[src/sv/i2cms_pkg.sv]
package i2cms_pkg;

  // command codes carried by the action field
  typedef enum logic [2:0] {
    ACT_NONE      = 3'd0,
    ACT_START     = 3'd1,
    ACT_STOP      = 3'd2,
    ACT_WRITE     = 3'd3,
    ACT_READ_ACK  = 3'd4,
    ACT_READ_NACK = 3'd5
  } action_e;

  // sequencer steps, one-hot
  typedef enum logic [14:0] {
    STEP_IDLE = 15'b000000000000001,
    STEP_S0   = 15'b000000000000010,
    STEP_S1   = 15'b000000000000100,
    STEP_S2   = 15'b000000000001000,
    STEP_P0   = 15'b000000000010000,
    STEP_P1   = 15'b000000000100000,
    STEP_WA   = 15'b000000001000000,
    STEP_WB   = 15'b000000010000000,
    STEP_WC   = 15'b000000100000000,
    STEP_AA   = 15'b000001000000000,
    STEP_SH   = 15'b000010000000000,
    STEP_AC   = 15'b000100000000000,
    STEP_RA   = 15'b001000000000000,
    STEP_RB   = 15'b010000000000000,
    STEP_FIN  = 15'b100000000000000
  } step_e;

  localparam logic [7:0] HALF_PERIOD_RESET = 8'd10;
  localparam logic [2:0] LAST_BIT          = 3'd7;

  // one tick of input
  typedef struct packed {
    logic [2:0] action;
    logic [7:0] tx_byte;
    logic       sda_sample;
  } tick_t;

  // line and status result of one tick
  typedef struct packed {
    logic       scl_level;
    logic       sda_level;
    logic       busy_res;
    logic       done_res;
    logic [7:0] rx_byte;
    logic       no_ack;
  } result_t;

endpackage

[src/sv/i2cms_core.sv]
module i2cms_core import i2cms_pkg::*; (
  input  logic       clk_i,
  input  logic       rst_ni,
  input  logic       step_en_i,
  input  logic [7:0] half_period_i,
  input  tick_t      tick_i,
  output result_t    result_o
);

  step_e      step_q, step_d;
  logic [2:0] cmd_q, cmd_d;
  logic [2:0] bit_q, bit_d;
  logic [7:0] delay_q, delay_d;
  logic [7:0] shift_q, shift_d;
  logic       scl_q, scl_d;
  logic       sda_q, sda_d;
  logic       ack_q, ack_d;
  logic [7:0] rx_q, rx_d;

  step_e      phase;
  logic       run;
  logic       done;
  logic [7:0] hold;

  // a zero half period counts as one tick
  assign hold = (half_period_i == 8'd0) ? 8'd1 : half_period_i;

  // next state for one tick
  always_comb begin
    step_d  = step_q;
    cmd_d   = cmd_q;
    bit_d   = bit_q;
    delay_d = delay_q;
    shift_d = shift_q;
    scl_d   = scl_q;
    sda_d   = sda_q;
    ack_d   = ack_q;
    rx_d    = rx_q;
    phase   = step_q;
    run     = 1'b0;
    done    = 1'b0;

    if (step_q == STEP_IDLE) begin
      if (tick_i.action inside {[ACT_START:ACT_READ_NACK]}) begin
        cmd_d = tick_i.action;
        bit_d = 3'd0;
        run   = 1'b1;
        case (tick_i.action)
          ACT_START: phase = STEP_S0;
          ACT_STOP:  phase = STEP_P0;
          ACT_WRITE: begin
            shift_d = tick_i.tx_byte;
            phase   = STEP_WA;
          end
          default: begin
            shift_d = 8'd0;
            phase   = STEP_RA;
          end
        endcase
      end
    end else begin
      delay_d = delay_q - 8'd1;
      run     = (delay_d == 8'd0);
    end

    // run the phase and arm the hold
    if (run) begin
      delay_d = hold;
      case (phase)
        STEP_S0: begin
          sda_d  = 1'b1;
          scl_d  = 1'b1;
          step_d = STEP_S1;
        end
        STEP_S1: begin
          sda_d  = 1'b0;
          step_d = STEP_S2;
        end
        STEP_S2: begin
          scl_d  = 1'b0;
          step_d = STEP_FIN;
        end
        STEP_P0: begin
          sda_d  = 1'b0;
          scl_d  = 1'b1;
          step_d = STEP_P1;
        end
        STEP_P1: begin
          sda_d = 1'b1;
          done  = 1'b1;
        end
        STEP_WA: begin
          sda_d  = shift_d[7];
          step_d = STEP_WB;
        end
        STEP_WB: begin
          scl_d  = 1'b1;
          step_d = STEP_WC;
        end
        STEP_WC: begin
          scl_d   = 1'b0;
          shift_d = {shift_d[6:0], 1'b0};
          if (bit_q == LAST_BIT) begin
            sda_d  = 1'b1;
            step_d = STEP_AA;
          end else begin
            bit_d  = bit_q + 3'd1;
            step_d = STEP_WA;
          end
        end
        STEP_AA: begin
          sda_d  = (cmd_d == ACT_READ_ACK) ? 1'b0 : 1'b1;
          step_d = STEP_SH;
        end
        STEP_SH: begin
          scl_d  = 1'b1;
          step_d = STEP_AC;
        end
        STEP_AC: begin
          if (cmd_d == ACT_WRITE) begin
            ack_d = tick_i.sda_sample;
          end
          scl_d  = 1'b0;
          step_d = (cmd_d == ACT_READ_ACK) ? STEP_P1 : STEP_FIN;
        end
        STEP_RA: begin
          shift_d = {shift_d[6:0], 1'b0};
          if (bit_d == 3'd0) begin
            sda_d = 1'b1;
          end
          scl_d  = 1'b1;
          step_d = STEP_RB;
        end
        STEP_RB: begin
          shift_d = {shift_d[7:1], shift_d[0] | tick_i.sda_sample};
          scl_d   = 1'b0;
          if (bit_q == LAST_BIT) begin
            rx_d   = shift_d;
            step_d = STEP_AA;
          end else begin
            bit_d  = bit_q + 3'd1;
            step_d = STEP_RA;
          end
        end
        default: done = 1'b1;
      endcase
    end

    // finishing tick returns to idle
    if (done) begin
      step_d  = STEP_IDLE;
      delay_d = 8'd0;
    end
  end

  // sequencer state
  always_ff @(posedge clk_i or negedge rst_ni) begin
    if (!rst_ni) begin
      step_q  <= STEP_IDLE;
      cmd_q   <= 3'd0;
      bit_q   <= 3'd0;
      delay_q <= 8'd0;
      shift_q <= 8'd0;
      scl_q   <= 1'b1;
      sda_q   <= 1'b1;
      ack_q   <= 1'b0;
      rx_q    <= 8'd0;
    end else if (step_en_i) begin
      step_q  <= step_d;
      cmd_q   <= cmd_d;
      bit_q   <= bit_d;
      delay_q <= delay_d;
      shift_q <= shift_d;
      scl_q   <= scl_d;
      sda_q   <= sda_d;
      ack_q   <= ack_d;
      rx_q    <= rx_d;
    end
  end

  // result of this tick
  always_comb begin
    result_o.scl_level = scl_d;
    result_o.sda_level = sda_d;
    result_o.busy_res  = (step_d != STEP_IDLE);
    result_o.done_res  = done;
    result_o.rx_byte   = rx_d;
    result_o.no_ack    = ack_d;
  end

endmodule

[src/sv/i2c_master_byte_sequencer.sv]
// channel  | signals                                              | dir
// ---------+------------------------------------------------------+-----
// tick in  | in_valid_i, in_ready_o, action_i, tx_byte_i,         | in
//          | sda_sample_i                                         |
// result   | out_valid_o, out_ready_i, scl_level_o, sda_level_o,  | out
//          | busy_res_o, done_res_o, rx_byte_o, no_ack_o          |
// config   | cfg_valid_i, cfg_ready_o, cfg_half_period_ticks_i    | in
//
// one tick per clock cycle sustained while results are taken; a tick's result reaches the
// outputs through the input register, which feeds the sequencer step, which loads
// the result register. the step is a single pass of the sequencer's next-state logic.
// reset clears the sequencer to idle with both lines released and the half
// period at ten ticks. a stalled result holds both registers once the input
// register is full; the input register still takes a tick while the result drains.
module i2c_master_byte_sequencer import i2cms_pkg::*; (
  input  logic       clk_i,
  input  logic       rst_ni,
  input  logic       in_valid_i,
  output logic       in_ready_o,
  input  logic [2:0] action_i,
  input  logic [7:0] tx_byte_i,
  input  logic       sda_sample_i,
  output logic       out_valid_o,
  input  logic       out_ready_i,
  output logic       scl_level_o,
  output logic       sda_level_o,
  output logic       busy_res_o,
  output logic       done_res_o,
  output logic [7:0] rx_byte_o,
  output logic       no_ack_o,
  input  logic       cfg_valid_i,
  output logic       cfg_ready_o,
  input  logic [7:0] cfg_half_period_ticks_i
);

  logic [7:0] half_period_q;
  logic       in_valid_q;
  tick_t      tick_q;
  logic       out_valid_q;
  result_t    result_q;
  result_t    result_d;
  logic       advance;
  logic       step_en;

  // pipeline moves when the result slot is free or being taken
  assign advance     = !out_valid_q || out_ready_i;
  assign step_en     = advance && in_valid_q;
  assign in_ready_o  = !in_valid_q || advance;
  assign cfg_ready_o = 1'b1;

  // configuration register
  always_ff @(posedge clk_i or negedge rst_ni) begin
    if (!rst_ni) begin
      half_period_q <= HALF_PERIOD_RESET;
    end else if (cfg_valid_i) begin
      half_period_q <= cfg_half_period_ticks_i;
    end
  end

  // input register
  always_ff @(posedge clk_i or negedge rst_ni) begin
    if (!rst_ni) begin
      in_valid_q <= 1'b0;
    end else if (in_ready_o) begin
      in_valid_q <= in_valid_i;
    end
  end

  always_ff @(posedge clk_i) begin
    if (in_ready_o && in_valid_i) begin
      tick_q.action     <= action_i;
      tick_q.tx_byte    <= tx_byte_i;
      tick_q.sda_sample <= sda_sample_i;
    end
  end

  // sequencer step
  i2cms_core u_core (
    .clk_i         (clk_i),
    .rst_ni        (rst_ni),
    .step_en_i     (step_en),
    .half_period_i (half_period_q),
    .tick_i        (tick_q),
    .result_o      (result_d)
  );

  // result register
  always_ff @(posedge clk_i or negedge rst_ni) begin
    if (!rst_ni) begin
      out_valid_q <= 1'b0;
    end else if (advance) begin
      out_valid_q <= in_valid_q;
    end
  end

  always_ff @(posedge clk_i) begin
    if (step_en) begin
      result_q <= result_d;
    end
  end

  assign out_valid_o = out_valid_q;
  assign scl_level_o = result_q.scl_level;
  assign sda_level_o = result_q.sda_level;
  assign busy_res_o  = result_q.busy_res;
  assign done_res_o  = result_q.done_res;
  assign rx_byte_o   = result_q.rx_byte;
  assign no_ack_o    = result_q.no_ack;

endmodule

[config.mk]
export PLATFORM = sky130hd
export DESIGN_NAME = i2c_master_byte_sequencer
export DESIGN_NICKNAME = d
export VERILOG_FILES = /design/src/sv/i2cms_pkg.sv /design/src/sv/i2cms_core.sv /design/src/sv/i2c_master_byte_sequencer.sv
export SDC_FILE = /design/constraint.sdc
export NUM_CORES = 1
export LEC_CHECK = 0
export BUFFER_PORTS_ARGS = -buffer_cell sky130_fd_sc_hd__buf_4
export CELL_PAD_IN_SITES_DETAIL_PLACEMENT = 1
export CELL_PAD_IN_SITES_GLOBAL_PLACEMENT = 1
export CORE_MARGIN = 10
export CORE_UTILIZATION = 45
export CTS_BUF_LIST = sky130_fd_sc_hd__clkbuf_16
export DETAILED_ROUTE_END_ITERATION = 10
export PLACE_DENSITY = 0.8
export SKIP_CTS_REPAIR_TIMING = 1
export SLEW_MARGIN = 10
export SYNTH_ARGS = -nofsm -noshare
export SYNTH_HDL_FRONTEND = slang
export SYNTH_SLANG_ARGS = --single-unit
[constraint.sdc]
create_clock -name clk_i -period 8.5 [get_ports clk_i]
set_clock_uncertainty 0.2 [all_clocks]
set_input_delay 0 -clock clk_i [delete_from_list [all_inputs] [get_ports clk_i]]
set_output_delay 0 -clock clk_i [all_outputs]
set_load 0.01 [all_outputs]
# Yosys cells after proc, flatten, opt, wreduce, memory -nomap -nowiden
# Cells that the tools add are included.
[totals]
ff_bits = 83
elab_cells = 109
inputBits = 25
[classes]
addsub = 2
eq_ne = 22
order_cmp = 2
n_reduce_logical = 19
n_bitwise = 1
n_mux = 42
[ops]
columns = ["op", "count"]
rows = [
  ["15-bit case mux with 12 select lines", 1],
  ["8-bit two-way mux", 10],
  ["15-bit two-way mux", 5],
  ["13-bit case mux with 3 select lines", 1],
  ["8-bit case mux with 2 select lines", 2],
  ["3-bit two-way mux", 7],
  ["8-bit logical NOT", 2],
  ["15-bit by 1-bit equality test with 1-bit output (second input constant)", 1],
  ["15-bit by 10-bit equality test with 1-bit output (second input constant)", 1],
  ["15-bit by 11-bit equality test with 1-bit output (second input constant)", 1],
  ["15-bit by 12-bit equality test with 1-bit output (second input constant)", 1],
  ["15-bit by 13-bit equality test with 1-bit output (second input constant)", 1],
  ["15-bit by 14-bit equality test with 1-bit output (second input constant)", 1],
  ["15-bit by 2-bit equality test with 1-bit output (second input constant)", 1],
  ["15-bit by 3-bit equality test with 1-bit output (second input constant)", 1],
  ["15-bit by 4-bit equality test with 1-bit output (second input constant)", 1],
  ["15-bit by 5-bit equality test with 1-bit output (second input constant)", 1],
  ["15-bit by 6-bit equality test with 1-bit output (second input constant)", 1],
  ["15-bit by 7-bit equality test with 1-bit output (second input constant)", 1],
  ["15-bit by 8-bit equality test with 1-bit output (second input constant)", 1],
  ["15-bit by 9-bit equality test with 1-bit output (second input constant)", 1],
  ["15-bit by 1-bit != test with 1-bit output (second input constant)", 1],
  ["13-bit two-way mux", 1],
  ["1-bit two-way mux", 12],
  ["other kinds (21)", 32],
]

# Longest topological paths before layout
# Gate-level depths: netlist (run 1).
[depth]
depth_word = 10
mapped_depth = 11

# Cells and area by module
# A second synthesis (run 1) with hierarchy kept.
[hier_totals]
hier_cells = 445
area_unflattened_um2 = 4471.8
[modules_own_cells]
columns = ["mod", "area_per_inst_um2", "cells_per_inst", "seq_area_each_um2", "instances"]
rows = [
  ["i2cms_core", 3286.9, 393, 1204.9, 1],
  ["i2c_master_byte_sequencer", 1184.9, 52, 1003.5, 1],
]

# Least setup slack after synthesis (run 1)
# No wires, ideal clock.
[synth_timing]
path_kind = "reg2reg"
from = "register u_core.delay_q[0]"
to = "register u_core.rx_q[0]"
setup_time_ns = 0.125
path_buffers = 2
arrival_time_ns = 2.748
path_slack_ns = 5.427
path_stages_with_launch = 12
cell_sequence = "dfrtp_1 > inv_1 > ha_1 > nand2b_1 > o31a_1 > nor3_1 > a21oi_1 > or3b_1 > buf_6 > nand2b_4 > buf_6 > mux2_4"
[synth_via]
elab_chain_cells = 4
[synth_rtl]
columns = ["element", "line", "source"]
rows = [
  ["start, declared", "i2cms_core.sv:13", "logic [7:0] delay_q, delay_d;"],
  ["start signal, assigned", "i2cms_core.sv:172", "delay_q <= delay_d;"],
  ["8-bit by 1-bit subtractor with 8-bit output", "i2cms_core.sv:62", "delay_d = delay_q - 8'd1;"],
  ["8-bit logical NOT", "i2cms_core.sv:63", "run = (delay_d == 8'd0);"],
  ["1-bit two-way mux", "i2cms_core.sv:43", "if (step_q == STEP_IDLE) begin"],
  ["8-bit two-way mux", "i2cms_core.sv:67", "if (run) begin"],
  ["end signal, assigned", "i2cms_core.sv:177", "rx_q <= rx_d;"],
  ["end, declared", "i2cms_core.sv:18", "logic [7:0] rx_q, rx_d;"],
]
# Every way passes these cells.
# A chain may end at the register's enable or synchronous reset.

# Worst setup path in the final report (run 1)
[layout_timing]
from = "register u_core.step_q[5]"
to = "register u_core.step_q[8]"
[layout_via]
elab_chain_cells = 7
elab_cells_between_ends = 22
classes_between = "13 x eq/ne; 8 x mux; 1 x reduce/logical"
[layout_rtl]
columns = ["element", "line", "source"]
rows = [
  ["start, declared", "i2cms_core.sv:10", "step_e step_q, step_d;"],
  ["start signal, assigned", "i2cms_core.sv:169", "step_q <= step_d;"],
  ["15-bit by 1-bit equality test with 1-bit output / 15-bit two-way mux (equally long branches)", "i2cms_core.sv:43, i2cms_core.sv:44", ""],
  ["15-bit two-way mux", "i2cms_core.sv:43", ""],
  ["15-bit by 2-bit equality test with 1-bit output, or another cell as far along", "i2cms_core.sv:69", "case (phase)"],
  ["12-bit OR reduction (no line)", "--", ""],
  ["1-bit two-way mux", "i2cms_core.sv:69", ""],
  ["1-bit two-way mux", "i2cms_core.sv:67", ""],
  ["15-bit two-way mux (*)", "i2cms_core.sv:150", "if (done) begin"],
]
# Mark *: on every way between the ends. The rest lies on a longest branch, timed or not.

==> impl_metrics.ini, run 1 <==
[clock_network]
cts_htree_levels = 3
insertion_delay_ns = 0.34
clk_path_buf_depth = 2
cts_num_sinks = 83
cts_tree = yes
cts_root_buf = clkbuf_16
cts.clk_slew.worst_paths_ns = 0.06
numCtsBuffers = 9

[drt]
drtAntennaViolNets = 0
route.detailed.drc = 0
first_pass_iters = 4
wirelength_mm = 13.0
drtIter0Drc = 224
vias = 3605
viasPerCell = 5.93
wl_per_cell_um = 21.4

[timing]
rsz0062_at_grt = false
fmax_mhz = 279
fin_crit_ns = 3.58
slew_headroom_pct = 35.8
whs_ns = 0.0722
setup_viol = 0
tightestPinTransition_ns = 0.964
timing.final.crit_share_pct = 42.1
hold_violations = 0
slew_violations = 0
setup_tns_ns = 0

[global_routing]
grt_max_degree = 59
track_usage_pct = 17.8
grt_busiest_layer = met2
grt_pass1_wl_mm = 20.4
grt_use_met3_pct = 3.28
antenna_found_initial = 0
grt_pass1_vias = 3727
grt_use_met1_pct = 22.8
grt_use_met2_pct = 28.8
grt_overflow_total = 0

[critical_path]
worstSetupStartpoint = u_core.step_q[5]
cp-endpoint = u_core.step_q[8]
critical_path_arrival_ns = 3.61
rr_endpoint = u_core.step_q[8]
rr_worst_depth = 6
crit_chain = nor4_2, nand4_1, a21oi_1, nand2b_1, nor2_1, a32o_1
endpoint_kind = flip-flop
crit_required_ns = 8.53
reg2reg_slack_ns = 4.92
critical-path-slowest-cell = nand2b_1
worstSetupPathType = reg2reg
reg2reg_from = u_core.step_q[5]
cp_max_fo = 26
cp_slowest_stage_delay_ns = 0.80
crit_family = simple AND/OR/NAND/NOR gates
start_kind = flip-flop
worst-path-stages = 6
crit_buf_inv = 0

[floorplanning]
die_w_um = 118
std_cell_rows = 35
die_area_sq_um = 14000
die_y_um = 118
ioPinCount = 41
core-area_sq_um = 9330
initial_core_util_pct = 46.8

[place]
port_buffers = 39
dp_hpwl_mm = 8.87
placed_cells = 560
place_congestion = 0.946

[job]
cap_violations = 0

[yosys]
synth_nets = 431
ys_ff_latch = 83
synth.distinct_cells = 67
synth-edff-count = 25
ys.flop_type = dfrtp_1
syn_area_per_cell_sq_um = 10.8
ys_seq_area_share_pct = 50.6
syn_area_sq_um = 4360
syn_inst = 402
yosysWarnings = 0
ys_async_sr_fraction_pct = 69.9

[finish]
syn_to_final_growth_pct = 23.7
final_cell_mix = 53 x dfrtp_1, 43 x nand2_1, 43 x buf_4
final_cells = 608
drive_gt1_share_pct = 22.5
n_fill_cell = 977
fin_nets = 503
seq_area_sq_um = 2210
n_antenna_cell = 0
multi_input_area_sq_um = 2060
final_common_cell = dfrtp_1

[power_and_ir_drop]
p_leak_nw = 2.27
pwr_density_cell_nw_per_um2 = 337
fin_total_pwr_mw = 1.82
ir_worst_vdd_v = 0.000120

[status]
status = finished, final reports clean

[hold_path]
hp-class = in2async
## logic make-up after synthesis
logic type               after synthesis  share of synthesized area [%]
AND/OR/NAND/NOR                      157                           20.8
buffers and inverters                 19                           2.07
adder cells (fa/ha/maj)                4                           1.15
multiplexers                          37                           10.0
AO/OA/AOI/OAI                         99                           14.9
flip-flops                            83                           50.6
other                                  1                         0.0860
XOR/XNOR                               2                          0.402
## worst min-delay path by stage
| stage | cells after the start | end | startpoint | slack [ns] |
|---|---|---|---|---|
| global route | 2 | u_core.step_q[2] | rst_ni | 0.15 |
| finish | 2 | u_core.step_q[2] | rst_ni | 0.07 |
| floorplan | 0 | half_period_q[0] | rst_ni | -0.50 |
| CTS | 1 | u_core.step_q[14] | rst_ni | -0.43 |
| detailed placement | 1 | u_core.step_q[2] | rst_ni | -0.07 |
| global placement | 1 | u_core.step_q[2] | rst_ni | -0.07 |
## registers in the layout, indices dropped and copies added, names as in the netlist
name	flops
done_res_o	1
u_core.cmd_q	3
scl_level_o	1
no_ack_o	1
sda_level_o	1
u_core.delay_q	8
out_valid_o	1
half_period_q	8
u_core.step_q	15
tick_q	12
busy_res_o	1
u_core.shift_q	8
rx_byte_o	8
u_core.bit_q	3
u_core.ack_q	1
in_valid_q	1
u_core.scl_q	1
u_core.rx_q	8
u_core.sda_q	1
## stage by stage
step	instance area [sq um]	worst slack, ns	util (%)
2_1_floorplan	4360	5.43	-
3_3_place_gp	4770	5.04	51.2
3_5_place_dp	4770	4.95	51.2
4_1_cts	5070	4.94	54.4
5_1_grt	5390	4.67	57.8
6_report	5390	4.92	57.8
## report_power, final
group / switching, mW / internal (mW) / leakage [nW]
sequential: 0.0762 / 0.504 / 0.993
combinational: 0.530 / 0.305 / 1.13
clock: 0.173 / 0.229 / 0.148
## Yosys cell counts (all sizes together), types with 3 or more instances
cell / instances / area share (%)
nand4: 8 / 1.1
mux2i: 7 / 1.6
nor2b: 5 / 0.72
o31ai: 5 / 1.2
dfstp: 5 / 3.0
or3: 8 / 1.1
a22oi: 5 / 0.86
nand3: 9 / 1.1
clkbuf: 11 / 0.95
mux2: 30 / 8.4
ha: 4 / 1.1
nor3: 12 / 1.6
o211ai: 6 / 1.0
nand2: 43 / 3.7
buf: 3 / 0.69
a21oi: 14 / 1.7
nor4b: 3 / 0.95
and2: 5 / 0.72
edfxtp: 25 / 17
inv: 4 / 0.34
nand2b: 7 / 1.2
o21ai: 44 / 5.0
a22o: 10 / 2.0
nor4: 9 / 1.8
and3: 5 / 0.72
or2: 5 / 0.72
dfrtp: 53 / 30
nor2: 24 / 2.1
## area by class of cell
type / instances / share of cell area, %
clock buffers: 9 / 4.18
clock inverters: 7 / 1.37
inverters: 5 / 0.348
multi-input cells: 300 / 38.3
flip-flops and latches: 83 / 40.9
well taps: 129 / 2.99
repair buffers: 75 / 11.9
## routing by layer
layer / part of all wire [%] / up-vias
li1: - / 1657
met1: 44 / 1848
met2: 50 / 79
met3: 4.6 / 21
met4: 2.0 / 0
met5: 0 / -
Power figures use the tool's default switching activity.
==> run 2: changes to the inputs <==
Settings changed: ABC_AREA set to 1, CORE_UTILIZATION 45 to 40, PLACE_DENSITY 0.8 to 0.79.
Clock period 8.5 ns to 3.2 ns, I/O delays scaled along.
==> run 2 against run 1 <==
Worst hold slack worse by 0.0069 ns. Fmax increased by 25%. Combinational power rose by 44%. Largest power group is now sequential cells. Cell count increased by 26%. First-iteration DRC count decreased by 26%. Synthesized area is 2.3% higher. Power rose by 110%. Wire length down 0.42%. Clock power rose by 150%. Critical endpoint is now busy_res_o. Setup slack worse by 4.6 ns. Critical path depth increased by 13.
==> impl_metrics.ini, run 2 <==
[status]
status = finished, final reports clean

[yosys]
ys.flop_type = dfrtp_1
ys_async_sr_fraction_pct = 69.9
synth_nets = 573
yosys-top-cells-area = dfrtp_1 30%, edfxtp_1 17%, nand2_1 11%
yosysTopAreaCell = dfrtp_1
synth-edff-count = 25
ys_seq_area_share_pct = 49.5
ys_ff_latch = 83
synth_top_cells_by_count = 133 x nand2_1, 71 x inv_1, 53 x dfrtp_1, 41 x o21ai_0, 38 x nor2_1
syn_area_sq_um = 4460
syn_inst = 544
syn_area_per_cell_sq_um = 8.20
synth.distinct_cells = 36
yosys.area.top_type_share_pct = 29.7
yosysWarnings = 0
post-synth-top-count-cell = nand2_1

[finish]
final_cell_mix = 133 x nand2_1, 72 x inv_1, 53 x dfrtp_1
largest_reg_flops = 15
syn_to_final_growth_pct = 24.8
reg_top3 = u_core.step_q: 15 flops, tick_q: 12 flops
final_common_cell = nand2_1
utilization_pct = 51.1
drive_gt1_share_pct = 17.1
fin_nets = 651
top_register = u_core.step_q

[power_and_ir_drop]
ir_worst_vdd_v = 0.000365
p_leak_nw = 2.61
fin_total_pwr_mw = 3.75
pwr_density_cell_nw_per_um2 = 674

[clock_network]
clk_path_buf_depth = 2
numCtsBuffers = 9
cts_tree = yes
cts_num_sinks = 83
insertion_delay_ns = 0.35
cts_root_buf = clkbuf_16
cts.clk_slew.worst_paths_ns = 0.07
cts_htree_levels = 3

[global_routing]
track_usage_pct = 15.0
grt_pass1_vias = 4086
grt_max_degree = 59
grt_pass1_wl_mm = 19.9
antenna_found_initial = 2
grt_overflow_total = 0

[timing]
whs_ns = 0.0653
setup_tns_ns = 0
setup_viol = 0
slew_violations = 0
timing.final.crit_share_pct = 89.2
tightestPinTransition_ns = 0.783
fin_crit_ns = 2.86
slew_headroom_pct = 47.8
hold_violations = 0
fmax_mhz = 350
rsz0062_at_grt = false

[drt]
drtAntennaViolNets = 0
wl_per_cell_um = 16.9
viasPerCell = 5.17
wirelength_mm = 13.0
drtIter0Drc = 166
first_pass_iters = 6
route.detailed.drc = 0
vias = 3977

[floorplanning]
ioPinCount = 41
core-area_sq_um = 10900
die_y_um = 126
initial_core_util_pct = 41.0
std_cell_rows = 38
die_w_um = 126
die_area_sq_um = 15800

[critical_path]
cp_max_fo = 10
critical_path_arrival_ns = 2.76
worstSetupPathType = reg2reg
worstSetupStartpoint = u_core.delay_q[0]
cp_slowest_stage_delay_ns = 0.40
crit_buf_inv = 3
crit_required_ns = 3.11
start_kind = flip-flop
crit_chain = inv_1, ha_1, inv_1, nand2_1, nand2_1, nor3_1, nand2_1, nor2_1, nand3_1, nand2_1, inv_2, o21ai_0, nand2_1, nor2_1, nand3_1, nor2_1, nand2_1, nor2_1, nand2_1
crit_top_cell = nand2_1
endpoint_kind = flip-flop
reg2reg_from = u_core.delay_q[0]
crit_family = simple AND/OR/NAND/NOR gates
critical-path-slowest-cell = dfrtp_1

[hold_path]
hp-class = in2async

[place]
place_congestion = 0.911
dp_hpwl_mm = 8.64
port_buffers = 39

[job]
cap_violations = 0
-- run 2: changes by cell type in the layout (fill, tap and decap cells not counted), moves of 9 or more --
cell	before	now
a21oi_1	13	4
a22o_1	10	0
inv_1	4	72
mux2_2	22	4
nand2_1	43	133
nand3_1	8	36
nor2_1	24	38
nor2_2	0	9
o21ai_1	3	21
-- run 2: power breakdown --
part	total, mW	internal [mW]	switching (mW)	leakage [nW]
sequential	1.55	1.37	0.183	0.928
clock	0.998	0.531	0.467	0.131
combinational	1.20	0.442	0.756	1.55
-- run 2: cells by family after synthesis --
logic type,Yosys count,synth area share [%]
buffers and inverters,95,8.64
adders and majority gates,4,1.12
xor gates and xnor gates,5,0.982
and+or+nand+nor,250,25.3
muxes,4,1.01
other,1,0.0841
AOI/OAI and AO/OA,102,13.4
DFF,83,49.5
-- run 2: layer usage --
layer / global-route usage, % / wire, um / vias up
met5: 0 / 0 / -
met4: 5.62 / 248 / 0
met3: 3.17 / 559 / 18
met2: 24.6 / 6520 / 72
met1: 18.9 / 5650 / 1937
li1: - / - / 1950
-- run 2: final timing paths --
path	to	slack [ns]	cells past startpoint
max	busy_res_o	0.34	19
min	u_core.step_q[12]	0.07	2
min reg2reg	u_core.rx_q[6]	0.29	2
min in group clk_i	tick_q[3]	0.16	2
max in group asynchronous	u_core.shift_q[0]	2.22	2
max reg2reg	busy_res_o	0.34	19
-- run 2: area by class of cell --
| type | count | area, sq um |
|---|---|---|
| Fill cell | 1274 | 5320 |
| Sequential cell | 83 | 2210 |
| Multi-Input combinational cell | 366 | 1870 |
| Timing Repair Buffer | 84 | 728 |
| Inverter | 78 | 295 |
| Clock buffer | 9 | 225 |
| Tap cell | 140 | 175 |
| Clock inverter | 7 | 55.1 |
| Antenna cell | 2 | 5.00 |
-- run 2: per-stage QoR --
| step | area [sq um] | setup slack, ns | cells |
|---|---|---|---|
| 6_report | 5570 | 0.345 | 769 |
| 5_1_grt | 5570 | 0.00565 | 769 |
| 4_1_cts | 5160 | 0.263 | 728 |
| 3_5_place_dp | 4880 | 0.298 | 712 |
| 3_3_place_gp | 4880 | 0.384 | 712 |
| 2_1_floorplan | 4460 | 0.754 | 544 |
==> run 3: changes to the inputs <==
Settings changed: BUFFER_PORTS_ARGS -buffer_cell sky130_fd_sc_hd__buf_4 to -buffer_cell sky130_fd_sc_hd__buf_2, REMOVE_ABC_BUFFERS set to 1.
==> run 3 against run 2 <==
Power rose by 4.3%. Design area fell by 0.90%. Core utilization fell by 0.46 points. Setup slack got worse by 0.030 ns. Wire length rose by 7.3%. Register-to-register slack got worse by 0.03 ns. Clock power rose by 13%.
==> impl_metrics.ini, run 3 (synthesized netlist as in run 2, its figures left out) <==
[critical_path]
crit_top_cell = nand3_2
crit_chain = inv_1, nor2_1, nand2_1, nor2_4, nand3_2, nand2_2, nand3_2, inv_4, nand3_2, nor2_2, nand2_2, mux2_2
critical-path-slowest-cell = dfstp_2
start_kind = flip-flop
reg2reg_slack_ns = 0.31
crit_family = simple AND/OR/NAND/NOR gates
worstSetupPathType = reg2reg
cp_slowest_stage_delay_ns = 0.56
critical_path_arrival_ns = 2.78
endpoint_kind = flip-flop
crit_required_ns = 3.09
crit_buf_inv = 2
cp_max_fo = 15

[power_and_ir_drop]
pwr_density_cell_nw_per_um2 = 709
p_leak_nw = 2.61
fin_total_pwr_mw = 3.91
intPower_mw = 2.48
ir_worst_vdd_v = 0.000291
power.switching_mw = 1.43
power_frac_comb_pct = 31.2
seqPwrFrac_pct = 40.0
netSwitchingFraction_pct = 36.5
power.share.clock_pct = 28.8

[timing]
rsz0062_at_grt = false
fmax_mhz = 347
hold_violations = 0
slew_violations = 0
slew_headroom_pct = 39.1
timing.final.crit_share_pct = 90.2
setup_tns_ns = 0
fin_crit_ns = 2.89
tightestPinTransition_ns = 0.913
setup_viol = 0

[place]
dp_hpwl_mm = 9.09
placed_cells = 714
place_congestion = 0.924
port_buffers = 39
placed_area_sq_um = 4800

[global_routing]
antenna_found_initial = 0
grt_pass1_wl_mm = 20.7
grt_overflow_total = 0
grt_pass1_vias = 4122
track_usage_pct = 15.9
grt_max_degree = 54

[finish]
utilization_pct = 50.7
final_area_sq_um = 5520
fin_nets = 653
top_register = u_core.step_q
largest_reg_flops = 15
n_antenna_cell = 0
final_common_cell = nand2_1
reg_top3 = u_core.step_q: 15 flops, tick_q: 12 flops
final_cells = 769
drive_gt1_share_pct = 17.3
multi_input_area_sq_um = 1880
seq_area_sq_um = 2210
final_cell_mix = 132 x nand2_1, 72 x inv_1, 53 x dfrtp_1
syn_to_final_growth_pct = 23.7
n_fill_cell = 1284

[clock_network]
cts_tree = yes
clk_path_buf_depth = 2
cts_htree_levels = 3
insertion_delay_ns = 0.35
cts_root_buf = clkbuf_16
cts_num_sinks = 83
numCtsBuffers = 9
cts.clk_slew.worst_paths_ns = 0.06

[floorplanning]
initial_core_util_pct = 41.0
std_cell_rows = 38
ioPinCount = 41
die_w_um = 126
core-area_sq_um = 10900
die_y_um = 126
die_area_sq_um = 15800

[drt]
drtIter0Drc = 202
first_pass_iters = 4
route.detailed.drc = 0
vias = 4028
wl_per_cell_um = 18.1
drtAntennaViolNets = 0
viasPerCell = 5.24
wirelength_mm = 13.9

[hold_path]
hp-class = in2async

[status]
status = finished, final reports clean

[job]
cap_violations = 0
## run 3: cell types whose count changed in the layout (fill, tap and decap cells not counted), sizes merged
cell,delta
buf,+2
clkinvlp,-3
clkinv,+1
bufinv,+2
diode,-2
## run 3: power groups by stage
stage                     clock, mW  sequential, mW  combinational [mW]
after global routing           1.18            1.59                1.38
final                          1.13            1.56                1.22
after floorplan                   0            1.53               0.790
after global placement            0            1.56                1.06
after CTS                      1.12            1.56                1.14
after detailed placement          0            1.57                1.11
## run 3: area by class of cell
class | count | share of cell area [%]
flip-flops and latches | 83 | 40.0
multi-input cells | 366 | 34.1
repair buffers | 86 | 11.7
inverters | 78 | 5.35
clock buffers | 9 | 4.08
well taps | 140 | 3.18
clock inverters | 7 | 1.54
## run 3: metal layers
| metal | GRT usage (%) | wire [um] | vias up | part of all wire, % |
|---|---|---|---|---|
| met5 | 0 | 0 | - | 0 |
| met4 | 5.96 | 331 | 0 | 2.4 |
| met3 | 2.49 | 367 | 25 | 2.6 |
| met2 | 27.0 | 7040 | 68 | 51 |
| met1 | 19.8 | 6190 | 1992 | 44 |
| li1 | - | - | 1943 | - |
## run 3: path summary, 6_finish.rpt
path                                   from                to  cells past startpoint
min in group clk_i             tx_byte_i[0]         tick_q[1]                      2
max in group asynchronous            rst_ni      u_core.scl_q                      3
min reg2reg                  u_core.rx_q[4]    u_core.rx_q[4]                      2
max                        u_core.step_q[0]      rx_byte_o[7]                     12
min                                  rst_ni  u_core.step_q[2]                      2
max reg2reg                u_core.step_q[0]      rx_byte_o[7]                     12
## run 3: stage by stage
stage	worst slack (ns)	hold WS, ns
after floorplan	0.232	-0.496
after global placement	0.358	-0.0310
after detailed placement	0.291	-0.0272
after CTS	0.240	-0.395
after global routing	0.0418	0.173
final	0.315	0.127
